<file path="src/hw/rtl/tdtod_pkg.sv">
// Shared types and constants for the tick-driven time-of-day clock.
// No dependencies; used by every module in hw/rtl.
package tdtod_pkg;

  typedef enum logic {
    OP_TICK = 1'b0,
    OP_LOAD = 1'b1
  } opcode_e;

  typedef enum logic {
    CFG_TICKS_PER_SECOND = 1'b0,
    CFG_TICKS_PER_SLICE  = 1'b1
  } cfg_idx_e;

  localparam logic [15:0] TICKS_PER_SECOND_RST = 16'd1000;
  localparam logic [15:0] TICKS_PER_SLICE_RST  = 16'd10;

  localparam logic [5:0] LAST_SEC_MIN   = 6'd59;
  localparam logic [3:0] HOUR_NOON      = 4'd12;
  localparam logic [3:0] HOUR_BEFORE_12 = 4'd11;
  localparam logic [3:0] HOUR_ONE       = 4'd1;

  typedef struct packed {
    opcode_e    opcode;
    logic [7:0] raw_second;
    logic [7:0] raw_minute;
    logic [7:0] raw_hour;
    logic       binary_format;
  } item_t;

  typedef struct packed {
    logic [5:0] second;
    logic [5:0] minute;
    logic [3:0] hour;
    logic       pm;
  } tod_t;

  typedef struct packed {
    tod_t        tod;
    logic        second_changed;
    logic        slice_end;
    logic [31:0] tick_count;
  } result_t;

endpackage

</file>
<file path="src/hw/rtl/tdtod_load_conv.sv">
// Converts raw clock-chip bytes (BCD or binary) into 12-hour time of day.
// Depends on tdtod_pkg.
module tdtod_load_conv (
  input  tdtod_pkg::item_t item_i,
  output tdtod_pkg::tod_t  tod_o
);

  logic [7:0]  sec_val, min_val;
  logic [6:0]  hour_val;
  logic [7:0]  hour_off;
  logic [15:0] hour_prod;
  logic [3:0]  hour_quo;
  logic [7:0]  hour_rem;

  // tens digit times ten as two shifts
  function automatic logic [7:0] bcd_to_bin(input logic [7:0] b);
    logic [7:0] tens;
    tens = {4'd0, b[7:4]};
    return {4'd0, b[3:0]} + (tens << 3) + (tens << 1);
  endfunction

  always_comb begin
    if (item_i.binary_format) begin
      sec_val  = item_i.raw_second;
      min_val  = item_i.raw_minute;
      hour_val = item_i.raw_hour[6:0];
    end else begin
      sec_val  = bcd_to_bin(item_i.raw_second);
      min_val  = bcd_to_bin(item_i.raw_minute);
      hour_val = 7'({4'd0, item_i.raw_hour[3:0]} + ({4'd0, item_i.raw_hour[6:4]} << 3)
                    + ({4'd0, item_i.raw_hour[6:4]} << 1));
    end
  end

  // (h + 11) mod 12 via reciprocal 171/2048; exact for h + 11 <= 138
  assign hour_off  = {1'b0, hour_val} + 8'd11;
  assign hour_prod = 16'(hour_off) * 16'd171;
  assign hour_quo  = hour_prod[14:11];
  assign hour_rem  = hour_off - ({4'd0, hour_quo} << 3) - ({4'd0, hour_quo} << 2);

  assign tod_o.second = (sec_val > 8'(tdtod_pkg::LAST_SEC_MIN)) ? tdtod_pkg::LAST_SEC_MIN
                                                                 : sec_val[5:0];
  assign tod_o.minute = (min_val > 8'(tdtod_pkg::LAST_SEC_MIN)) ? tdtod_pkg::LAST_SEC_MIN
                                                                 : min_val[5:0];
  assign tod_o.hour   = hour_rem[3:0] + 4'd1;
  assign tod_o.pm     = item_i.raw_hour[7] | (hour_val > 7'(tdtod_pkg::HOUR_NOON));

endmodule

</file>
<file path="src/hw/rtl/tdtod_time_core.sv">
// Time-of-day state: tick counter, second and slice prescalers, 12-hour cascade.
// Depends on tdtod_pkg; fed by tdtod_load_conv for load beats.
module tdtod_time_core #(
  parameter int TICK_COUNT_WIDTH = 32
) (
  input  logic                clk_i,
  input  logic                rst_ni,
  input  logic                go_i,
  input  tdtod_pkg::item_t    item_i,
  input  tdtod_pkg::tod_t     load_i,
  input  logic [15:0]         ticks_per_second_i,
  input  logic [15:0]         ticks_per_slice_i,
  output tdtod_pkg::result_t  result_o
);

  logic [TICK_COUNT_WIDTH-1:0] total_q, total_d;
  logic [15:0] sec_pre_q, sec_pre_d, sec_pre_inc;
  logic [15:0] slc_pre_q, slc_pre_d, slc_pre_inc;
  tdtod_pkg::tod_t tod_q, tod_d;
  logic changed, slice;

  assign sec_pre_inc = sec_pre_q + 16'd1;
  assign slc_pre_inc = slc_pre_q + 16'd1;

  always_comb begin
    total_d   = total_q;
    sec_pre_d = sec_pre_q;
    slc_pre_d = slc_pre_q;
    tod_d     = tod_q;
    changed   = 1'b0;
    slice     = 1'b0;
    if (go_i) begin
      unique case (item_i.opcode)
        tdtod_pkg::OP_LOAD: begin
          tod_d   = load_i;
          changed = 1'b1;
        end
        tdtod_pkg::OP_TICK: begin
          total_d = total_q + TICK_COUNT_WIDTH'(1);
          if (sec_pre_inc >= ticks_per_second_i) begin
            sec_pre_d = '0;
            changed   = 1'b1;
            if (tod_q.second == tdtod_pkg::LAST_SEC_MIN) begin
              tod_d.second = '0;
              if (tod_q.minute == tdtod_pkg::LAST_SEC_MIN) begin
                tod_d.minute = '0;
                if (tod_q.hour == tdtod_pkg::HOUR_BEFORE_12) begin
                  tod_d.hour = tdtod_pkg::HOUR_NOON;
                  tod_d.pm   = ~tod_q.pm;
                end else if (tod_q.hour >= tdtod_pkg::HOUR_NOON) begin
                  tod_d.hour = tdtod_pkg::HOUR_ONE;
                end else begin
                  tod_d.hour = tod_q.hour + 4'd1;
                end
              end else begin
                tod_d.minute = tod_q.minute + 6'd1;
              end
            end else begin
              tod_d.second = tod_q.second + 6'd1;
            end
          end else begin
            sec_pre_d = sec_pre_inc;
          end
          // a period below the running count fires at once
          if (slc_pre_inc >= ticks_per_slice_i) begin
            slc_pre_d = '0;
            slice     = 1'b1;
          end else begin
            slc_pre_d = slc_pre_inc;
          end
        end
        default: ;
      endcase
    end
  end

  always_ff @(posedge clk_i or negedge rst_ni) begin
    if (!rst_ni) begin
      total_q     <= '0;
      sec_pre_q   <= '0;
      slc_pre_q   <= '0;
      tod_q.second <= '0;
      tod_q.minute <= '0;
      tod_q.hour   <= tdtod_pkg::HOUR_NOON;
      tod_q.pm     <= 1'b0;
    end else begin
      total_q   <= total_d;
      sec_pre_q <= sec_pre_d;
      slc_pre_q <= slc_pre_d;
      tod_q     <= tod_d;
    end
  end

  assign result_o.tod            = tod_d;
  assign result_o.second_changed = changed;
  assign result_o.slice_end      = slice;
  assign result_o.tick_count     = 32'(total_d);

`ifndef SYNTHESIS
  a_tick_advances: assert property (@(posedge clk_i) disable iff (!rst_ni)
    go_i && item_i.opcode == tdtod_pkg::OP_TICK |=>
      total_q == $past(total_q) + TICK_COUNT_WIDTH'(1))
    else $error("tick beat did not advance tick counter");
  a_load_keeps_prescale: assert property (@(posedge clk_i) disable iff (!rst_ni)
    go_i && item_i.opcode == tdtod_pkg::OP_LOAD |=>
      $stable(total_q) && $stable(sec_pre_q) && $stable(slc_pre_q))
    else $error("load beat disturbed counters");
  a_tod_range: assert property (@(posedge clk_i) disable iff (!rst_ni)
    tod_q.second <= tdtod_pkg::LAST_SEC_MIN && tod_q.minute <= tdtod_pkg::LAST_SEC_MIN &&
    tod_q.hour >= tdtod_pkg::HOUR_ONE && tod_q.hour <= tdtod_pkg::HOUR_NOON)
    else $error("time of day out of range");
  a_idle_holds: assert property (@(posedge clk_i) disable iff (!rst_ni)
    !go_i |=> $stable(tod_q) && $stable(total_q))
    else $error("state changed without a beat");
`endif

endmodule

</file>
<file path="src/hw/rtl/tick_driven_time_of_day_clock.sv">
// Top level of the tick-driven 12-hour time-of-day clock: config registers,
// input register, output register. Depends on tdtod_pkg, tdtod_load_conv, tdtod_time_core.
//
//   channel   dir  handshake                 payload
//   s_axis    in   tvalid/tready             tdata: sec, min, hour; tuser: opcode, binary
//   m_axis    out  tvalid/tready             tdata: time, flags, tick count
//   cfg       in   cfg_we_i (no backpressure) cfg_index_i, cfg_wdata_i
//
// One beat per clock sustained while m_axis_tready_i is high; a beat passes through the
// input register, then the core's combinational update into the output register.
// Reset (async, active low) clears both valid flags, sets 12:00:00 AM, zero
// counters, and the period registers to 1000 and 10 ticks.
// A stall on m_axis_tready_i reaches s_axis_tready_o in the same cycle; the
// input register keeps one beat while the result waits.
module tick_driven_time_of_day_clock #(
  parameter int TICK_COUNT_WIDTH = 32
) (
  input  logic        clk_i,
  input  logic        rst_ni,
  input  logic        s_axis_tvalid_i,
  output logic        s_axis_tready_o,
  // [7:0] raw_second, [15:8] raw_minute, [23:16] raw_hour
  input  logic [23:0] s_axis_tdata_i,
  // [0] opcode, [1] binary_format
  input  logic [1:0]  s_axis_tuser_i,
  output logic        m_axis_tvalid_o,
  input  logic        m_axis_tready_i,
  // [5:0] out_second, [11:6] out_minute, [15:12] out_hour, [16] out_pm,
  // [17] second_changed, [18] slice_end, [50:19] tick_count, [55:51] zero
  output logic [55:0] m_axis_tdata_o,
  input  logic        cfg_we_i,
  input  logic        cfg_index_i,
  input  logic [15:0] cfg_wdata_i
);

  logic [15:0] tps_q, tsl_q;
  logic in_valid_q, out_valid_q, out_free, go, s_accept;
  tdtod_pkg::item_t   in_item_q, s_item;
  tdtod_pkg::tod_t    load_tod;
  tdtod_pkg::result_t result, out_q;

  always_ff @(posedge clk_i or negedge rst_ni) begin
    if (!rst_ni) begin
      tps_q <= tdtod_pkg::TICKS_PER_SECOND_RST;
      tsl_q <= tdtod_pkg::TICKS_PER_SLICE_RST;
    end else if (cfg_we_i) begin
      unique case (tdtod_pkg::cfg_idx_e'(cfg_index_i))
        tdtod_pkg::CFG_TICKS_PER_SECOND: tps_q <= cfg_wdata_i;
        tdtod_pkg::CFG_TICKS_PER_SLICE:  tsl_q <= cfg_wdata_i;
        default: ;
      endcase
    end
  end

  assign out_free        = !out_valid_q || m_axis_tready_i;
  assign go              = in_valid_q && out_free;
  assign s_axis_tready_o = !in_valid_q || out_free;
  assign s_accept        = s_axis_tvalid_i && s_axis_tready_o;

  assign s_item.opcode        = tdtod_pkg::opcode_e'(s_axis_tuser_i[0]);
  assign s_item.binary_format = s_axis_tuser_i[1];
  assign s_item.raw_second    = s_axis_tdata_i[7:0];
  assign s_item.raw_minute    = s_axis_tdata_i[15:8];
  assign s_item.raw_hour      = s_axis_tdata_i[23:16];

  always_ff @(posedge clk_i or negedge rst_ni) begin
    if (!rst_ni) begin
      in_valid_q  <= 1'b0;
      out_valid_q <= 1'b0;
    end else begin
      if (s_accept) begin
        in_valid_q <= 1'b1;
      end else if (go) begin
        in_valid_q <= 1'b0;
      end
      if (go) begin
        out_valid_q <= 1'b1;
      end else if (m_axis_tready_i) begin
        out_valid_q <= 1'b0;
      end
    end
  end

  always_ff @(posedge clk_i) begin
    if (s_accept) begin
      in_item_q <= s_item;
    end
    if (go) begin
      out_q <= result;
    end
  end

  tdtod_load_conv u_load_conv (
    .item_i (in_item_q),
    .tod_o  (load_tod)
  );

  tdtod_time_core #(
    .TICK_COUNT_WIDTH (TICK_COUNT_WIDTH)
  ) u_time_core (
    .clk_i              (clk_i),
    .rst_ni             (rst_ni),
    .go_i               (go),
    .item_i             (in_item_q),
    .load_i             (load_tod),
    .ticks_per_second_i (tps_q),
    .ticks_per_slice_i  (tsl_q),
    .result_o           (result)
  );

  assign m_axis_tvalid_o = out_valid_q;
  assign m_axis_tdata_o  = {5'd0, out_q.tick_count, out_q.slice_end, out_q.second_changed,
                            out_q.tod.pm, out_q.tod.hour, out_q.tod.minute, out_q.tod.second};

endmodule

</file>
<file path="config.mk">
export PLATFORM = sky130hd
export DESIGN_NAME = tick_driven_time_of_day_clock
export DESIGN_NICKNAME = d
export VERILOG_FILES = /design/src/hw/rtl/tdtod_pkg.sv /design/src/hw/rtl/tdtod_load_conv.sv /design/src/hw/rtl/tdtod_time_core.sv /design/src/hw/rtl/tick_driven_time_of_day_clock.sv
export SDC_FILE = /design/constraint.sdc
export NUM_CORES = 1
export LEC_CHECK = 0
export BUFFER_PORTS_ARGS = -buffer_cell sky130_fd_sc_hd__buf_2
export CAP_MARGIN = 20
export CORE_ASPECT_RATIO = 0.9
export CORE_MARGIN = 3
export CORE_UTILIZATION = 40
export DETAILED_ROUTE_END_ITERATION = 10
export PLACE_DENSITY = 0.54
export RECOVER_POWER = 25
export SLEW_MARGIN = 20
export SYNTH_ARGS = -nofsm -noshare
export SYNTH_HDL_FRONTEND = slang
export SYNTH_SLANG_ARGS = --single-unit
</file>
<file path="constraint.sdc">
create_clock -name clk_i -period 20.6 [get_ports clk_i]
set_input_delay 2.06 -clock clk_i [delete_from_list [all_inputs] [get_ports clk_i]]
set_output_delay 2.06 -clock clk_i [all_outputs]
set_load 0.05 [all_outputs]
</file>
# Word level (Yosys, flattened, before mapping)
# Index checks and enable logic that the tools add are counted.
[totals]
reg_bits = 192
latchBits = 0
mem_bits_rw = 0
romBits = 0
in_bits = 48
output_inout_bits = 58
word_cells = 90
memories = 0
[classes]
addsub = 16
multipliers = 1
div = 0
order_cmp = 6
n_eq_ne = 3
shifts = 0
mux = 26
n_bitwise = 4
reduce_logical = 11
[op_table]
columns = ["op", "count"]
rows = [
  ["32-bit two-way mux", 2],
  ["17-bit two-way mux", 2],
  ["17-bit one-hot mux with 2 select lines", 1],
  ["16-bit by 1-bit adder with 16-bit output, second input constant", 2],
  ["32-bit by 1-bit adder with 32-bit output, second input constant", 1],
  ["16-bit >= comparator", 2],
  ["16-bit two-way mux", 2],
  ["6-bit two-way mux", 4],
  ["4-bit by 7-bit adder with 8-bit output", 2],
  ["8-bit by 5-bit adder with 8-bit output", 2],
  ["8-bit by 6-bit > comparator with 1-bit output, second input constant", 2],
  ["8-bit two-way mux", 2],
  ["8-bit by 8-bit multiplier with 13-bit output, second input constant", 1],
  ["6-bit by 1-bit adder with 6-bit output, second input constant", 2],
  ["6-bit == test, second input constant", 2],
  ["11-bit two-way mux", 1],
  ["4-bit by 1-bit adder with 4-bit output, second input constant", 2],
  ["7-bit by 4-bit adder with 8-bit output, second input constant", 1],
  ["4-bit two-way mux", 2],
  ["4-bit subtractor", 2],
  ["4-bit by 6-bit adder with 7-bit output", 1],
  ["7-bit by 4-bit adder with 7-bit output", 1],
  ["7-bit by 4-bit > comparator with 1-bit output, second input constant", 1],
  ["1-bit two-way mux", 7],
  ["12 further kinds", 20],
]

# Logic depth before layout (Yosys ltp)
[depth]
ltp_word = 10
mapped_depth = 32
mapped_depth_nobuf = 30

# Hierarchy
# A second synthesis with hierarchy kept.
[hier_totals]
hier_cells = 1011
hier_area_um2 = 11081.9
[modules_own_cells]
columns = ["module", "n_inst", "cells_per_inst", "area_each_um2", "seq_area_each_um2"]
rows = [
  ["tdtod_time_core", 1, 595, 5240.0, 2029.4],
  ["tick_driven_time_of_day_clock", 1, 160, 3699.8, 3173.0],
  ["tdtod_load_conv", 1, 256, 2142.1, 0.0],
]

# Least setup slack after synthesis
# OpenSTA, ideal clock, no wires.
[synth_timing]
kind = "reg2reg"
start = "register in_item_q[5] (netlist bit)"
end = "register out_q, in the netlist m_axis_tdata_o[15] (data pin)"
setup_ns = 0.276
arrival_time_ns = 6.438
required_time_ns = 20.324
slack_ns = 13.886
path_stages_with_launch = 29
path_buffers = 0
synth_period_minus_slack_ns = 6.714
path_cell_list = "edfxtp_1 fa_1 fa_1 xor2_1 mux2i_4 o21bai_1 xnor2_1 inv_1 fa_1 inv_1 fa_1 fa_1 inv_1 ha_1 a21o_1 a21oi_1 o21ai_0 a21oi_1 xnor2_1 ha_1 inv_1 ha_1 xnor2_1 xnor2_1 xnor2_1 xnor2_1 xnor2_1 xnor2_1 o211ai_1"
[synth_lines]
columns = ["item", "line", "text"]
rows = [
  ["start, declared", "tick_driven_time_of_day_clock.sv:38", "tdtod_pkg::item_t in_item_q, s_item;"],
  ["start signal, assigned", "tick_driven_time_of_day_clock.sv:86", "in_item_q <= s_item;"],
  ["end signal, assigned", "tick_driven_time_of_day_clock.sv:89", "out_q <= result;"],
  ["end, declared", "tick_driven_time_of_day_clock.sv:40", "tdtod_pkg::result_t result, out_q;"],
]

==> summary.txt <==
Timing
  • Worst-margin pin slew: about 3.4 ns
  • Slew margin rel.: -1.29
  • Endpoints failing hold: 0
  • Final setup vio count: 0
  • Tmin final: 7.23 ns
  • Final slew viol count: between 60 and 70
  • Fmax achieved: 138 MHz
  • Setup total negative slack: 0 ns
  • Final period utilization: 0.351
  • RSZ-0062 raised after global routing: no
  • Hold slack: approximately 0.46 ns
  • Clk_skew: 0.0115 ns

Yosys
  • Post-synth ARST share: 0.599
  • Proportion of netlist area held by the largest area contributor: 0.244
  • Most frequent cell after synthesis: dfrtp_1
  • Register area share after synthesis: 0.483
  • FF+latch count, synth: about 190
  • Warnings, synthesis: 0
  • Synth area leaders: dfrtp_1 (24%), edfxtp_1 (21%), ha_1 (11%)
  • Synth unique cells: 75
  • Top FF cell, synth: dfrtp_1
  • Post-Synthesis Cells: just under 1000
  • Synth area leader: dfrtp_1
  • EDFF count, synth: 77
  • Area of the mapped netlist: approximately 0.011 mm²
  • Top post-synthesis cells by count: dfrtp_1 (105), nand2_1 (102), ha_1 (91)
  • Syn Area/Cell: about 11 µm²

Drt
  • DRT Wirelength: 22600 µm
  • Vias: between 7000 and 8000
  • Drt initial violations: 380
  • Post-route DRC: 0
  • DRT Pass-1 Iters: 4
  • ANT nets after route: 0
  • Average wire per standard cell: ~16 µm
  • Vias per cell: roughly 5.1

Power and ir drop
  • Peak VDD IR: between 0.1 and 0.15 mV
  • Pwr/cell area: between 100 and 150 mW/mm²
  • P_leak: approximately 5.6 nW

Job
  • MaxCap Viol Count: 1

Clocking
  • Root Driver: clkbuf_16
  • Worst skew pair latency: 0.43 ns
  • TritonCTS Sinks: 192
  • # resized after CTS: 0
  • CTS buffer count: 17
  • Clk slew on worst S/H paths: 0.07 ns
  • CTS tree: built
  • Max Buffers Root-to-Sink: 2
  • Hold buffers post-CTS: 0
  • H-tree levels: 4
  • Post-CTS Setup Bufs: 0

Worst setup path
  • CP arrival: around 7.4 ns
  • Critical R2R Capture: m_axis_tdata_o[15]
  • CP required: between 20 and 25 ns
  • R2R Path Start: in_item_q[4]
  • CP startpoint kind: register
  • Worst r2r path cells: 27
  • WS Path Type: register to register
  • Critical path peak fanout: 5
  • Endpoint class of the critical path: register
  • Reg2Reg Setup Slack: ~13 ns

Placed design
  • Port buffer count: 100
  • Dpl cell area: approximately 0.012 mm²
  • Final HPWL DP: 16600 µm
  • Cells after DPL: roughly 1400
  • Placer Congestion: 0.849

Floorplanning
  • Die area: around 0.029 mm²
  • Initial Utilization: 0.410
  • Num rows: 56
  • Die W: roughly 180 µm
  • Die height: approximately 160 µm
  • IO Pins: ~110
  • Core area: ~0.026 mm²

Cells and area
  • Syn-to-layout area delta: 13.4%
  • Fillers: roughly 2500
  • Multi-input gate area: between 0.005 and 0.006 mm²
  • FF+latch area: between 0.005 and 0.006 mm²
  • Layout cells sized above 1: 0.158
  • Non-Filler Instances: 1456
  • Nets: around 1300
  • Finished layout cell area: ~0.012 mm²
  • ANT cells: 0

Hold path
  • Hold EP: u_time_core.total_q[31]
  • HP Class: register to register
  • Hold depth: 1
  • Hold Path Origin: u_time_core.total_q[31]

Global route
  • Initial antenna violation count: 0
  • Total GRT Usage: 0.165
  • First-pass GRT wire length: 38200 µm
  • Vias in the first global route: 7398
  • Largest net degree at the start of global routing: 69
  • Total grt overflow: 0

Status
  • Status: complete, but fails checks
  • Failing checks: capacitance limit, slew limit
-- state kept, by name, summed over array words and instances (netlist names), 16 cells and up --
register and cells:
u_time_core.total_q 32, u_time_core.tod_q 17, in_item_q 26, u_time_core.sec_pre_q 16, u_time_core.slc_pre_q 16, tsl_q 16
tps_q 16, m_axis_tdata_o 51
-- per-stage QoR --
step / power [mW] / setup WS (ns) / util
2_1_floorplan: 0.960 / 13.89 / -
3_5_place_dp: 1.09 / 13.33 / 0.443
5_1_grt: 1.53 / 12.88 / 0.465
3_3_place_gp: 1.07 / 13.45 / 0.443
6_report: 1.41 / 13.37 / 0.465
4_1_cts: 1.43 / 13.31 / 0.465
-- power breakdown --
| part | switching (mW) | total [mW] | internal (mW) | leakage, nW |
|---|---|---|---|---|
| sequential | 0.0425 | 0.499 | 0.457 | 2.21 |
| clock | 0.151 | 0.336 | 0.185 | 0.299 |
| combinational | 0.321 | 0.575 | 0.253 | 3.05 |
| total | 0.514 | 1.41 | 0.895 | 5.56 |
-- logic make-up after synthesis --
logic type / count (synthesis) / synth area share
AO/OA/AOI/OAI: 189 / 0.110
XOR/XNOR: 77 / 0.0626
adder cells (fa/ha/maj): 108 / 0.137
buffers and inverters: 118 / 0.0450
flip-flops: 192 / 0.483
multiplexers: 29 / 0.0302
other: 1 / 0.000348
AND/OR/NAND/NOR: 281 / 0.131
-- critical path, stage by stage, from the launching register on --
cell and delay [ns]:
edfxtp_1 0.47, fa_1 0.56, fa_1 0.53, mux2i_1 0.15, inv_1 0.08, xnor2_1 0.45
ha_1 0.38, fa_1 0.52, inv_1 0.05, fa_1 0.48, fa_1 0.54, inv_1 0.04
ha_1 0.30, a21o_1 0.18, a21oi_1 0.13, o21ai_0 0.09, a21oi_1 0.27, xnor2_1 0.11
ha_1 0.31, inv_1 0.05, ha_1 0.18, xnor2_1 0.17, xnor2_1 0.16, xnor2_1 0.16
xnor2_1 0.16, xnor2_1 0.16, xnor2_1 0.15, o211ai_1 0.13
-- layout make-up --
| class | instances | area share |
|---|---|---|
| clock buffers | 21 | 0.0395 |
| clock inverters | 11 | 0.00932 |
| multi-input cells | 689 | 0.418 |
| inverters | 89 | 0.0278 |
| repair buffers | 106 | 0.0441 |
| well taps | 348 | 0.0357 |
| flip-flops and latches | 192 | 0.426 |
-- worst max-delay path by stage --
stage,start,to,slack [ns]
global route,in_item_q[4],m_axis_tdata_o[15],12.88
detailed placement,in_item_q[4],m_axis_tdata_o[15],13.33
finish,in_item_q[4],m_axis_tdata_o[15],13.37
global placement,in_item_q[4],m_axis_tdata_o[15],13.45
floorplan,in_item_q[5],m_axis_tdata_o[15],13.89
CTS,in_item_q[4],m_axis_tdata_o[15],13.31
-- placed cells by master (no fill, tap or decap), types with 33 or more instances in the layout --
cell and count:
inv_1 86, o21ai_0 77, dfrtp_1 105, edfxtp_1 77
ha_1 91, xnor2_1 54, a21oi_1 33, nand3_1 40
buf_2 97, nand2_1 102
-- metal layers --
layer | up-vias | GRT usage | share of wire
li1 | 3731 | - | -
met2 | 113 | 0.261 | 0.46
met1 | 3564 | 0.236 | 0.49
met3 | 20 | 0.0262 | 0.033
met5 | - | 0 | 0
met4 | 0 | 0.0418 | 0.012
Note: power is estimated with default switching activity, not from simulation.
